===== src/rtl/mstg_pkg.sv =====
// Shared types, codes and constants of the multichannel tone synthesizer.
// Used by the waveform shaper and the top level.
`timescale 1ns / 1ps

package mstg_pkg;

	localparam int VOICE_COUNT_DEF = 4;
	localparam int SINE_DEPTH_DEF  = 256;

	localparam int CFG_INDEX_W = 3;
	localparam int CFG_DATA_W  = 24;

	// Register reset values.
	localparam logic [15:0] NOTE_LENGTH_RST     = 16'd24000;
	localparam logic [23:0] FADE_RECIPROCAL_RST = 24'd699;
	localparam logic [23:0] SINE_STEP_RST       = 24'd153791;
	localparam logic [23:0] SQUARE_STEP_RST     = 24'd182799;
	localparam logic [23:0] TRIANGLE_STEP_RST   = 24'd230337;
	localparam logic [14:0] VOICE_GAIN_RST      = 15'd4915;

	localparam logic [15:0] LFSR_SEED = 16'hACE1;
	localparam logic [15:0] LFSR_TAPS = 16'hB400;

	// Quarter-wave sine polynomial in Q30.
	localparam logic [30:0] Q30_ONE = 31'h4000_0000;
	localparam logic [30:0] SIN_C1  = 31'd1686629713;
	localparam logic [30:0] SIN_C3  = 31'd693598672;
	localparam logic [30:0] SIN_C5  = 31'd85569306;
	localparam logic [30:0] SIN_C7  = 31'd5026990;

	typedef enum logic [1:0] {
		OP_TICK = 2'd0,
		OP_PLAY = 2'd1,
		OP_STOP = 2'd2
	} op_t;

	typedef enum logic [2:0] {
		REG_NOTE_LENGTH     = 3'd0,
		REG_FADE_RECIPROCAL = 3'd1,
		REG_SINE_STEP       = 3'd2,
		REG_SQUARE_STEP     = 3'd3,
		REG_TRIANGLE_STEP   = 3'd4,
		REG_VOICE_GAIN      = 3'd5
	} cfg_reg_t;

	typedef enum logic [1:0] {
		WAVE_SINE     = 2'd0,
		WAVE_SQUARE   = 2'd1,
		WAVE_TRIANGLE = 2'd2,
		WAVE_NOISE    = 2'd3
	} wave_t;

	typedef struct packed {
		wave_t       wave;
		logic [23:0] phase;
		logic [15:0] remaining;
	} voice_entry_t;

	// Waveform value of one voice as sign and magnitude.
	typedef struct packed {
		logic        is_sine;
		logic        is_noise;
		logic        neg;
		logic [15:0] mag;
		logic [30:0] sine_u;
	} wave_info_t;

	typedef enum logic [3:0] {
		ST_IDLE,
		ST_READ,
		ST_WAVE,
		ST_SIN_SQ,
		ST_SIN_MUL,
		ST_SIN_SUB,
		ST_SIN_FIN,
		ST_SIN_RND,
		ST_ENV,
		ST_ENV2,
		ST_SCALE,
		ST_ACC,
		ST_NEXT,
		ST_EMIT
	} state_t;

endpackage


===== src/rtl/mstg_in_if.sv =====
// Input channel of the tone synthesizer: tick, play and stop words.
// Depends on nothing but the handshake convention valid/ready.
`timescale 1ns / 1ps

interface mstg_in_if;
	logic              valid;
	logic              ready;
	logic [1:0]        operation;
	logic [2:0]        voice;
	logic [7:0]        sfx_id;
	logic signed [15:0] mix_in;

	modport source (output valid, output operation, output voice, output sfx_id,
		output mix_in, input ready);
	modport sink (input valid, input operation, input voice, input sfx_id,
		input mix_in, output ready);
endinterface


===== src/rtl/mstg_out_if.sv =====
// Output channel of the tone synthesizer: one mixed sample word per tick.
// Depends on nothing but the handshake convention valid/ready.
`timescale 1ns / 1ps

interface mstg_out_if;
	logic               valid;
	logic               ready;
	logic signed [15:0] mixed_sample;
	logic [7:0]         active_voices;

	modport source (output valid, output mixed_sample, output active_voices,
		input ready);
	modport sink (input valid, input mixed_sample, input active_voices,
		output ready);
endinterface


===== src/rtl/mstg_wave.sv =====
// Waveform shaper: square, triangle and noise values, and the folded sine argument.
// Depends on mstg_pkg for the voice entry and waveform info types and constants.
`timescale 1ns / 1ps

module mstg_wave #(
	parameter int SINE_TABLE_DEPTH = mstg_pkg::SINE_DEPTH_DEF
) (
	input  mstg_pkg::voice_entry_t entry,
	input  logic [15:0]            lfsr,
	output mstg_pkg::wave_info_t   info,
	output logic [15:0]            lfsr_next
);

	localparam int SINE_BITS = $clog2(SINE_TABLE_DEPTH);

	logic [SINE_BITS-1:0] k;
	logic [1:0]           quad;
	logic [29:0]          frac;
	logic [17:0]          tx;
	logic [17:0]          d_hi;
	logic [17:0]          d_lo;
	logic [17:0]          d_top;

	assign k     = entry.phase[23 -: SINE_BITS];
	assign quad  = k[SINE_BITS-1 -: 2];
	assign frac  = {k[SINE_BITS-3:0], {(32 - SINE_BITS){1'b0}}};
	assign tx    = {1'b0, entry.phase[23:7]};
	assign d_hi  = 18'd65536 - tx;
	assign d_lo  = tx - 18'd65536;
	assign d_top = 18'd131072 - tx;

	assign lfsr_next = (lfsr >> 1) ^ (lfsr[0] ? mstg_pkg::LFSR_TAPS : 16'h0000);

	always_comb begin
		info          = '0;
		info.sine_u   = quad[0] ? (mstg_pkg::Q30_ONE - {1'b0, frac}) : {1'b0, frac};
		case (entry.wave)
			mstg_pkg::WAVE_SINE: begin
				info.is_sine = 1'b1;
				info.neg     = quad[1];
			end
			mstg_pkg::WAVE_SQUARE: begin
				info.neg = entry.phase[23];
				info.mag = entry.phase[23] ? 16'd32768 : 16'd32767;
			end
			mstg_pkg::WAVE_TRIANGLE: begin
				if (tx < 18'd32768) begin
					info.mag = tx[15:0];
				end else if (tx == 18'd32768) begin
					info.mag = 16'd32767;
				end else if (tx <= 18'd65536) begin
					info.mag = d_hi[15:0];
				end else if (tx < 18'd98304) begin
					info.neg = 1'b1;
					info.mag = d_lo[15:0];
				end else begin
					info.neg = 1'b1;
					info.mag = d_top[15:0];
				end
			end
			default: begin
				// Noise value is the stepped register minus half scale.
				info.is_noise = 1'b1;
				info.neg      = ~lfsr_next[15];
				info.mag      = lfsr_next[15] ? {1'b0, lfsr_next[14:0]}
					: (16'h8000 - lfsr_next);
			end
		endcase
	end

endmodule


===== src/rtl/multichannel_sfx_tone_synth.sv =====
// Multichannel tone synthesizer top level: voice memory, sequencer and shared multiplier.
// Depends on mstg_pkg, mstg_in_if, mstg_out_if and mstg_wave.
`timescale 1ns / 1ps

// A play or stop word, and an unused operation code, is taken while idle and
// gives no output word. A tick word walks the voices one after another through
// the voice memory and a single shared 31 by 31 bit multiplier: an idle voice
// passes the read, wave and next states only, an active square, triangle or noise
// voice also the envelope, scale and accumulate states, and an active sine voice
// the polynomial states as well, since the sine polynomial needs five products.
// After the last voice a tick leaves one output word in the output register; the
// next word is taken while that one waits. The voice memory needs no clearing
// pass: a voice entry is used only while its active flag, held in flip-flops, is
// set, and a play word writes the whole entry.
module multichannel_sfx_tone_synth #(
	parameter int VOICE_COUNT      = mstg_pkg::VOICE_COUNT_DEF,
	parameter int SINE_TABLE_DEPTH = mstg_pkg::SINE_DEPTH_DEF
) (
	input  logic                             clk,
	input  logic                             arst_n,
	mstg_in_if.sink                          in_ch,
	mstg_out_if.source                       out_ch,
	input  logic                             cfg_write,
	input  logic [mstg_pkg::CFG_INDEX_W-1:0] cfg_index,
	input  logic [mstg_pkg::CFG_DATA_W-1:0]  cfg_data
);

	localparam int VIDX_W = (VOICE_COUNT > 1) ? $clog2(VOICE_COUNT) : 1;
	localparam int ACC_W  = 17 + $clog2(VOICE_COUNT + 1);

	// Configuration registers.
	logic [15:0] note_length_q;
	logic [23:0] fade_q;
	logic [23:0] sine_step_q;
	logic [23:0] square_step_q;
	logic [23:0] triangle_step_q;
	logic [14:0] gain_q;

	mstg_pkg::state_t state_q, state_d;

	logic [VIDX_W-1:0]      vidx_q;
	logic [VOICE_COUNT-1:0] active_q;
	logic [15:0]            lfsr_q;

	mstg_pkg::voice_entry_t mem [VOICE_COUNT];
	mstg_pkg::voice_entry_t rd_q;
	mstg_pkg::voice_entry_t mem_wdata;
	logic [VIDX_W-1:0]      mem_waddr;
	logic                   mem_we;
	logic                   rd_en;

	logic [61:0] prod_q;
	logic [30:0] mul_a;
	logic [30:0] mul_b;
	logic        mul_en;

	logic [30:0] u_q;
	logic [30:0] u2_q;
	logic [30:0] p_q;
	logic [1:0]  cidx_q;
	logic [15:0] mag_q;
	logic        neg_q;
	logic [15:0] env_q;
	logic signed [ACC_W-1:0] acc_q;

	logic               out_valid_q;
	logic signed [15:0] out_sample_q;
	logic [7:0]         out_active_q;
	logic               out_load;

	mstg_pkg::wave_info_t wave_info;
	logic [15:0]          lfsr_next;

	logic              in_ready;
	logic              in_accept;
	logic              in_voice_ok;
	logic [VIDX_W-1:0] in_vidx;
	logic              last_voice;
	logic              cur_active;

	logic [23:0] step;
	logic [15:0] rem_dec;
	logic [30:0] coef;
	logic [31:0] rnd_sum;
	logic [16:0] rnd_r;
	logic [30:0] env_raw;
	logic [15:0] scaled;
	logic signed [15:0] sat_sample;

	assign in_accept   = in_ch.valid && in_ready;
	assign in_voice_ok = 32'(in_ch.voice) < VOICE_COUNT;
	assign in_vidx     = in_ch.voice[VIDX_W-1:0];
	assign last_voice  = vidx_q == VIDX_W'(VOICE_COUNT - 1);
	assign cur_active  = active_q[vidx_q];

	assign in_ch.ready          = in_ready;
	assign out_ch.valid         = out_valid_q;
	assign out_ch.mixed_sample  = out_sample_q;
	assign out_ch.active_voices = out_active_q;

	mstg_wave #(
		.SINE_TABLE_DEPTH(SINE_TABLE_DEPTH)
	) u_wave (
		.entry    (rd_q),
		.lfsr     (lfsr_q),
		.info     (wave_info),
		.lfsr_next(lfsr_next)
	);

	always_comb begin
		case (rd_q.wave)
			mstg_pkg::WAVE_SINE:     step = sine_step_q;
			mstg_pkg::WAVE_SQUARE:   step = square_step_q;
			mstg_pkg::WAVE_TRIANGLE: step = triangle_step_q;
			default:                 step = 24'd0;
		endcase
	end

	always_comb begin
		case (cidx_q)
			2'd0:    coef = mstg_pkg::SIN_C5;
			2'd1:    coef = mstg_pkg::SIN_C3;
			default: coef = mstg_pkg::SIN_C1;
		endcase
	end

	assign rem_dec = (rd_q.remaining == 16'd0) ? 16'd0 : (rd_q.remaining - 16'd1);
	assign rnd_sum = {1'b0, prod_q[60:30]} + 32'd16384;
	assign rnd_r   = rnd_sum[31:15];
	assign env_raw = prod_q[39:9];
	assign scaled  = prod_q[45:30];

	always_comb begin
		if (acc_q > ACC_W'(32767)) begin
			sat_sample = 16'sh7FFF;
		end else if (acc_q < -ACC_W'(32768)) begin
			sat_sample = 16'sh8000;
		end else begin
			sat_sample = acc_q[15:0];
		end
	end

	// Next state.
	always_comb begin
		state_d = state_q;
		case (state_q)
			mstg_pkg::ST_IDLE: begin
				if (in_accept && (in_ch.operation == mstg_pkg::OP_TICK)) begin
					state_d = mstg_pkg::ST_READ;
				end
			end
			mstg_pkg::ST_READ: state_d = mstg_pkg::ST_WAVE;
			mstg_pkg::ST_WAVE: begin
				if (!cur_active) begin
					state_d = mstg_pkg::ST_NEXT;
				end else if (wave_info.is_sine) begin
					state_d = mstg_pkg::ST_SIN_SQ;
				end else begin
					state_d = mstg_pkg::ST_ENV;
				end
			end
			mstg_pkg::ST_SIN_SQ:  state_d = mstg_pkg::ST_SIN_MUL;
			mstg_pkg::ST_SIN_MUL: state_d = mstg_pkg::ST_SIN_SUB;
			mstg_pkg::ST_SIN_SUB: begin
				state_d = (cidx_q == 2'd2) ? mstg_pkg::ST_SIN_FIN : mstg_pkg::ST_SIN_MUL;
			end
			mstg_pkg::ST_SIN_FIN: state_d = mstg_pkg::ST_SIN_RND;
			mstg_pkg::ST_SIN_RND: state_d = mstg_pkg::ST_ENV;
			mstg_pkg::ST_ENV:     state_d = mstg_pkg::ST_ENV2;
			mstg_pkg::ST_ENV2:    state_d = mstg_pkg::ST_SCALE;
			mstg_pkg::ST_SCALE:   state_d = mstg_pkg::ST_ACC;
			mstg_pkg::ST_ACC:     state_d = mstg_pkg::ST_NEXT;
			mstg_pkg::ST_NEXT: begin
				state_d = last_voice ? mstg_pkg::ST_EMIT : mstg_pkg::ST_READ;
			end
			mstg_pkg::ST_EMIT: begin
				if (out_load) begin
					state_d = mstg_pkg::ST_IDLE;
				end
			end
			default: state_d = mstg_pkg::ST_IDLE;
		endcase
	end

	// Control outputs: handshake, memory port and multiplier operands.
	always_comb begin
		in_ready            = 1'b0;
		rd_en               = 1'b0;
		mem_we              = 1'b0;
		mem_waddr           = vidx_q;
		mem_wdata.wave      = rd_q.wave;
		mem_wdata.phase     = rd_q.phase + step;
		mem_wdata.remaining = rem_dec;
		mul_en              = 1'b0;
		mul_a               = '0;
		mul_b               = '0;
		out_load            = 1'b0;
		case (state_q)
			mstg_pkg::ST_IDLE: begin
				in_ready = 1'b1;
				if (in_accept && (in_ch.operation == mstg_pkg::OP_PLAY) && in_voice_ok) begin
					mem_we              = 1'b1;
					mem_waddr           = in_vidx;
					mem_wdata.wave      = mstg_pkg::wave_t'(in_ch.sfx_id[1:0]);
					mem_wdata.phase     = 24'd0;
					mem_wdata.remaining = note_length_q;
				end
			end
			mstg_pkg::ST_READ: rd_en = 1'b1;
			mstg_pkg::ST_WAVE: begin
				mul_en = cur_active && wave_info.is_sine;
				mul_a  = wave_info.sine_u;
				mul_b  = wave_info.sine_u;
			end
			mstg_pkg::ST_SIN_MUL: begin
				mul_en = 1'b1;
				mul_a  = u2_q;
				mul_b  = p_q;
			end
			mstg_pkg::ST_SIN_FIN: begin
				mul_en = 1'b1;
				mul_a  = u_q;
				mul_b  = p_q;
			end
			mstg_pkg::ST_ENV: begin
				mul_en = 1'b1;
				mul_a  = 31'(rd_q.remaining);
				mul_b  = 31'(fade_q);
			end
			mstg_pkg::ST_ENV2: begin
				mul_en = 1'b1;
				mul_a  = 31'(mag_q);
				mul_b  = 31'(gain_q);
			end
			mstg_pkg::ST_SCALE: begin
				mul_en = 1'b1;
				mul_a  = {1'b0, prod_q[29:0]};
				mul_b  = 31'(env_q);
			end
			mstg_pkg::ST_ACC:  mem_we = 1'b1;
			mstg_pkg::ST_EMIT: out_load = !out_valid_q || out_ch.ready;
			default: begin
			end
		endcase
	end

	always_ff @(posedge clk) begin
		if (mem_we) begin
			mem[mem_waddr] <= mem_wdata;
		end
		if (rd_en) begin
			rd_q <= mem[vidx_q];
		end
	end

	always_ff @(posedge clk) begin
		if (mul_en) begin
			prod_q <= mul_a * mul_b;
		end
	end

	// Datapath registers of the voice walk.
	always_ff @(posedge clk) begin
		case (state_q)
			mstg_pkg::ST_IDLE: begin
				acc_q <= ACC_W'(in_ch.mix_in);
			end
			mstg_pkg::ST_WAVE: begin
				u_q    <= wave_info.sine_u;
				neg_q  <= wave_info.neg;
				mag_q  <= wave_info.mag;
				p_q    <= mstg_pkg::SIN_C7;
				cidx_q <= 2'd0;
			end
			mstg_pkg::ST_SIN_SQ: u2_q <= prod_q[60:30];
			mstg_pkg::ST_SIN_SUB: begin
				p_q    <= coef - prod_q[60:30];
				cidx_q <= cidx_q + 2'd1;
			end
			mstg_pkg::ST_SIN_RND: begin
				mag_q <= (rnd_r > 17'd32767) ? 16'd32767 : rnd_r[15:0];
			end
			mstg_pkg::ST_ENV2: begin
				env_q <= (env_raw > 31'd32768) ? 16'd32768 : env_raw[15:0];
			end
			mstg_pkg::ST_ACC: begin
				acc_q <= neg_q ? (acc_q - ACC_W'(scaled)) : (acc_q + ACC_W'(scaled));
			end
			mstg_pkg::ST_EMIT: begin
				if (out_load) begin
					out_sample_q <= sat_sample;
					out_active_q <= 8'(active_q);
				end
			end
			default: begin
			end
		endcase
	end

	always_ff @(posedge clk or negedge arst_n) begin
		if (!arst_n) begin
			state_q         <= mstg_pkg::ST_IDLE;
			vidx_q          <= '0;
			active_q        <= '0;
			lfsr_q          <= mstg_pkg::LFSR_SEED;
			out_valid_q     <= 1'b0;
			note_length_q   <= mstg_pkg::NOTE_LENGTH_RST;
			fade_q          <= mstg_pkg::FADE_RECIPROCAL_RST;
			sine_step_q     <= mstg_pkg::SINE_STEP_RST;
			square_step_q   <= mstg_pkg::SQUARE_STEP_RST;
			triangle_step_q <= mstg_pkg::TRIANGLE_STEP_RST;
			gain_q          <= mstg_pkg::VOICE_GAIN_RST;
		end else begin
			state_q <= state_d;

			if (cfg_write) begin
				case (mstg_pkg::cfg_reg_t'(cfg_index))
					mstg_pkg::REG_NOTE_LENGTH:     note_length_q   <= cfg_data[15:0];
					mstg_pkg::REG_FADE_RECIPROCAL: fade_q          <= cfg_data;
					mstg_pkg::REG_SINE_STEP:       sine_step_q     <= cfg_data;
					mstg_pkg::REG_SQUARE_STEP:     square_step_q   <= cfg_data;
					mstg_pkg::REG_TRIANGLE_STEP:   triangle_step_q <= cfg_data;
					mstg_pkg::REG_VOICE_GAIN:      gain_q          <= cfg_data[14:0];
					default: begin
					end
				endcase
			end

			if (out_load) begin
				out_valid_q <= 1'b1;
			end else if (out_ch.ready) begin
				out_valid_q <= 1'b0;
			end

			case (state_q)
				mstg_pkg::ST_IDLE: begin
					if (in_accept) begin
						if (in_ch.operation == mstg_pkg::OP_TICK) begin
							vidx_q <= '0;
						end else if (in_voice_ok) begin
							if (in_ch.operation == mstg_pkg::OP_PLAY) begin
								active_q[in_vidx] <= 1'b1;
							end else if (in_ch.operation == mstg_pkg::OP_STOP) begin
								active_q[in_vidx] <= 1'b0;
							end
						end
					end
				end
				mstg_pkg::ST_WAVE: begin
					// The shared noise register steps once per active noise voice.
					if (cur_active && wave_info.is_noise) begin
						lfsr_q <= lfsr_next;
					end
				end
				mstg_pkg::ST_ACC: active_q[vidx_q] <= rem_dec != 16'd0;
				mstg_pkg::ST_NEXT: begin
					if (!last_voice) begin
						vidx_q <= vidx_q + VIDX_W'(1);
					end
				end
				default: begin
				end
			endcase
		end
	end

endmodule

===== src/flat_wrapper.sv =====
// flat-port wrapper written by rule: the top's interface ports become plain ports
module multichannel_sfx_tone_synth_flat 
#(
	parameter int VOICE_COUNT      = mstg_pkg::VOICE_COUNT_DEF,
	parameter int SINE_TABLE_DEPTH = mstg_pkg::SINE_DEPTH_DEF
)
  (clk, arst_n, cfg_write, cfg_index, cfg_data, in_ch_valid, in_ch_operation, in_ch_voice, in_ch_sfx_id, in_ch_mix_in, in_ch_ready, out_ch_valid, out_ch_mixed_sample, out_ch_active_voices, out_ch_ready);
  mstg_in_if in_ch_i ();
  mstg_out_if out_ch_i ();
  input  logic clk;
  input  logic arst_n;
  input  logic cfg_write;
  input  logic [mstg_pkg::CFG_INDEX_W-1:0] cfg_index;
  input  logic [mstg_pkg::CFG_DATA_W-1:0] cfg_data;
  input wire logic [$bits(in_ch_i.valid)-1:0] in_ch_valid;
  input wire logic [$bits(in_ch_i.operation)-1:0] in_ch_operation;
  input wire logic [$bits(in_ch_i.voice)-1:0] in_ch_voice;
  input wire logic [$bits(in_ch_i.sfx_id)-1:0] in_ch_sfx_id;
  input wire logic [$bits(in_ch_i.mix_in)-1:0] in_ch_mix_in;
  output wire logic [$bits(in_ch_i.ready)-1:0] in_ch_ready;
  output wire logic [$bits(out_ch_i.valid)-1:0] out_ch_valid;
  output wire logic [$bits(out_ch_i.mixed_sample)-1:0] out_ch_mixed_sample;
  output wire logic [$bits(out_ch_i.active_voices)-1:0] out_ch_active_voices;
  input wire logic [$bits(out_ch_i.ready)-1:0] out_ch_ready;
  assign in_ch_i.valid = in_ch_valid;
  assign in_ch_i.operation = in_ch_operation;
  assign in_ch_i.voice = in_ch_voice;
  assign in_ch_i.sfx_id = in_ch_sfx_id;
  assign in_ch_i.mix_in = in_ch_mix_in;
  assign in_ch_ready = in_ch_i.ready;
  assign out_ch_valid = out_ch_i.valid;
  assign out_ch_mixed_sample = out_ch_i.mixed_sample;
  assign out_ch_active_voices = out_ch_i.active_voices;
  assign out_ch_i.ready = out_ch_ready;
  multichannel_sfx_tone_synth #(.VOICE_COUNT(VOICE_COUNT), .SINE_TABLE_DEPTH(SINE_TABLE_DEPTH)) u_core (.clk(clk), .arst_n(arst_n), .in_ch(in_ch_i), .out_ch(out_ch_i), .cfg_write(cfg_write), .cfg_index(cfg_index), .cfg_data(cfg_data));
endmodule

===== config.mk =====
export PLATFORM = sky130hd
export DESIGN_NAME = multichannel_sfx_tone_synth_flat
export DESIGN_NICKNAME = d
export VERILOG_FILES = /design/src/rtl/mstg_pkg.sv /design/src/rtl/mstg_in_if.sv /design/src/rtl/mstg_out_if.sv /design/src/rtl/mstg_wave.sv /design/src/rtl/multichannel_sfx_tone_synth.sv /design/src/flat_wrapper.sv
export SDC_FILE = /design/constraint.sdc
export NUM_CORES = 2
export LEC_CHECK = 0
export BUFFER_PORTS_ARGS = -buffer_cell sky130_fd_sc_hd__buf_2
export CORE_MARGIN = 3
export CORE_UTILIZATION = 55
export CTS_BUF_LIST = sky130_fd_sc_hd__clkbuf_4 sky130_fd_sc_hd__clkbuf_8
export DETAILED_ROUTE_END_ITERATION = 16
export PLACE_DENSITY = 0.71
export SYNTH_ARGS = -nofsm -noshare
export SYNTH_HDL_FRONTEND = slang
export SYNTH_SLANG_ARGS = --single-unit
export TNS_END_PERCENT = 5

===== constraint.sdc =====
create_clock -name clk -period 10.99 [get_ports clk]
set_input_delay 1.6485 -clock clk [delete_from_list [all_inputs] [get_ports clk]]
set_output_delay 1.6485 -clock clk [all_outputs]
set_load 0.02 [all_outputs]

==> flow_summary.json <==
{
  "status": "finished clean",
  "p_seq_frac": 0.213,
  "netlist_area_um2": 57500,
  "setup_ws_ps": 650,
  "cts_tree": "built",
  "holdPathStages": 1,
  "finalNetCount": 6860,
  "critical_path_class": "reg -> reg",
  "place_hpwl_um": 133000,
  "die-height_um": 329,
  "cts_root_buffer": "clkbuf_8",
  "relSlewSlack": 0.145,
  "dp_cells": 6919,
  "synth_top_area_frac": 0.292,
  "synthTopCellsByCount": "inv_1, fa_1, nand2_1",
  "worstPathRequired_ps": 11420,
  "cp-start-kind": "flip-flop",
  "post-cts-setup-buffer-count": 0,
  "rows": 118,
  "async_reset_ff_frac": 0.271,
  "max_freq_mhz": 96.7,
  "drive_gt1_frac": 0.119,
  "syn_avg_cell_area_um2": 10.3,
  "yosys_warnings": 0,
  "grt_overflow_total": 0,
  "yosysTopAreaCell": "fa_1",
  "ys.flop_type": "edfxtp_1",
  "worst_slew_pin_slew_ps": 1280,
  "arrival_ps": 10770,
  "critPathCaptureType": "flip-flop",
  "area_growth_pct": 7.54,
  "rr_startpoint": "u_core.state_q[2]$_DFFE_PN0P_",
  "grt_first_pass_wirelength_um": 260000,
  "fin_crit_sh": 0.941,
  "io-pin-count": 87,
  "dp_slack_ps": 832,
  "ir_drop_v": 0.000193,
  "postLayoutCellArea_um2": 61900,
  "portBuffers": 76,
  "power_leakage_nw": 27.6,
  "ctsHtreeMaxLevel": 3,
  "routed_wl_um": 171000,
  "postLayoutCoreUtil": 0.597,
  "synth.area.top_cells": "fa_1, edfxtp_1, ha_1",
  "timing.rr.end": "u_core.prod_q[60]$_DFFE_PP_",
  "reg2reg_depth": 26,
  "drc": 0,
  "clock-sinks": 569,
  "synth_edf_count": 415,
  "synth_most_common_cell": "inv_1",
  "synth_seq_area_share": 0.285,
  "combPwrFrac": 0.671,
  "setup_viol_count_final": 0,
  "cts-buffers-inserted": 94,
  "min_to": "u_core.sine_step_q[9]$_DFFE_PN0P_",
  "min_from": "u_core.sine_step_q[9]$_DFFE_PN0P_",
  "hold_path.class": "reg -> reg",
  "path_max_fanout": 34,
  "tns_ps": 0,
  "detail_route.vias_per_cell": 5.94,
  "critical_path.startpoint": "u_core.state_q[2]$_DFFE_PN0P_",
  "drv_cap": 0,
  "drtAntennaViolNets": 0,
  "first_pass_iters": 7,
  "vias": 42200,
  "antenna_found_initial": 3,
  "core_um2": 104000,
  "timing.reg2reg.setup_slack_ps": 650,
  "holdWs_ps": 506,
  "netSwitchingFraction": 0.520,
  "power.internal_mw": 8.60,
  "rsz0062_at_grt": "false",
  "cts_resized": 0,
  "first_iter_violations": 4357,
  "hold_violations": 0,
  "initial_core_util": 0.555,
  "fin_total_pwr_mw": 17.9,
  "clk-insertion-delay-late_ps": 710,
  "clk_pin_slew_worst_paths_ps": 60,
  "die-area_um2": 109000,
  "slew_violations": 0,
  "fin_cells": 7099,
  "yosysUniqueCellTypes": 90,
  "grt_max_degree": 100,
  "place_congestion": 1.02,
  "grt_usage": 0.321,
  "switching_power_mw": 9.31,
  "grt_pass1_vias": 43000,
  "ys_ff_latch": 569,
  "syn_inst": 5597,
  "wire_per_inst_um": 24.1,
  "placed_area_um2": 59700,
  "cts.hold.buffers_added": 0,
  "clock_skew_ps": 40.3,
  "die_w_um": 329,
  "clock_path_buffers": 3,
  "fin_crit_ps": 10340,
  "clkPwrFrac": 0.116,
  "powerDensity_nw_per_um2": 290
}
==> sequential cells by signal, indices dropped and copies added (netlist names), 20 cells and up, named ones only <==
name / flops
u_core.mem: 168
u_core.prod_q: 61
u_core.rd_q: 42
u_core.p_q: 31
u_core.u2_q: 31
u_core.fade_q: 24
u_core.sine_step_q: 24
u_core.square_step_q: 24
u_core.triangle_step_q: 24
u_core.acc_q: 20
==> worst max-delay path by stage <==
stage	to	slack, ps	depth (start not counted)
CTS	u_core.prod_q[60]$_DFFE_PP_	810	26
global placement	u_core.prod_q[60]$_DFFE_PP_	940	25
global route	u_core.prod_q[60]$_DFFE_PP_	340	25
floorplan	u_core.prod_q[51]$_DFFE_PP_	2370	30
finish	u_core.prod_q[60]$_DFFE_PP_	650	26
detailed placement	u_core.prod_q[60]$_DFFE_PP_	830	26
==> area by class of cell <==
| class | instances | area [µm²] |
|---|---|---|
| clock inverter | 41 | 443 |
| fill | 8624 | 41800 |
| clock buffer | 137 | 1670 |
| inverter | 874 | 3280 |
| tap | 1380 | 1730 |
| antenna | 2 | 5.00 |
| timing repair buffer | 225 | 1520 |
| multi-input combinational | 3871 | 36800 |
| sequential | 569 | 16400 |
==> layout by cell type, fill, tap and decap left out, drive strengths merged, types with 12 or more instances in the layout <==
master	synthesis	final
or3	23	23
o21bai	15	15
nand4	24	24
ha	325	325
a22o	19	19
a21o	71	71
mux2i	31	31
and2	68	68
o21a	29	29
nor4	14	14
xor2	70	70
dfstp	57	57
clkinv	0	28
fa	839	839
clkbuf	218	137
nor2b	25	25
a22oi	83	83
a211oi	12	12
mux2	141	141
a31oi	25	25
edfxtp	415	415
inv	874	876
nor2	522	522
o31ai	22	22
nand2b	31	31
dfrtp	97	97
xnor2	111	111
nor3	46	46
nand3	47	47
and3	20	20
a21oi	149	149
o21ai	126	126
nand2	801	801
mux4	43	43
o221ai	12	12
buf	68	225
==> cells by family after synthesis <==
family | after synthesis | synth area share
AND/OR/NAND/NOR | 1671 | 0.125
AO/OA/AOI/OAI | 636 | 0.0735
adder cells (fa/ha/maj) | 1164 | 0.363
multiplexers | 215 | 0.0498
other | 1 | 0.0000652
buffers and inverters | 1160 | 0.0769
XOR/XNOR | 181 | 0.0276
flip-flops | 569 | 0.285
==> metal layers <==
layer	routed length, µm	GRT usage	vias to the layer above
li1	-	-	18100
met1	66900	0.440	21300
met2	75900	0.487	2273
met3	18700	0.0746	449
met4	9580	0.152	4
met5	23	0	-
==> critical path: stages (launching register included) <==
cell and delay, ps:
dfrtp_1 610, nand2b_1 460, nor3_2 70, buf_4 280
a22oi_1 520, and2_1 730, buf_4 310, nor2_1 80
fa_1 550, fa_1 520, inv_1 50, fa_1 450
fa_1 510, inv_1 50, fa_1 570, fa_1 450
fa_1 590, fa_1 460, ha_1 440, nand4_1 190
or4_1 570, a211oi_1 430, nor3_1 130, nor2_1 340
a21oi_1 270, o31ai_1 300, xnor2_1 100
==> power by group through the flow <==
stage	Clock, mW	Sequential [mW]	Combinational [mW]
after CTS	2.10	3.78	11.8
final	2.07	3.81	12.0
after global routing	2.20	3.83	13.0
after global placement	0	3.80	11.5
after floorplan	0	3.56	7.76
after detailed placement	0	3.82	11.6
Power figures use the tool's default switching activity.
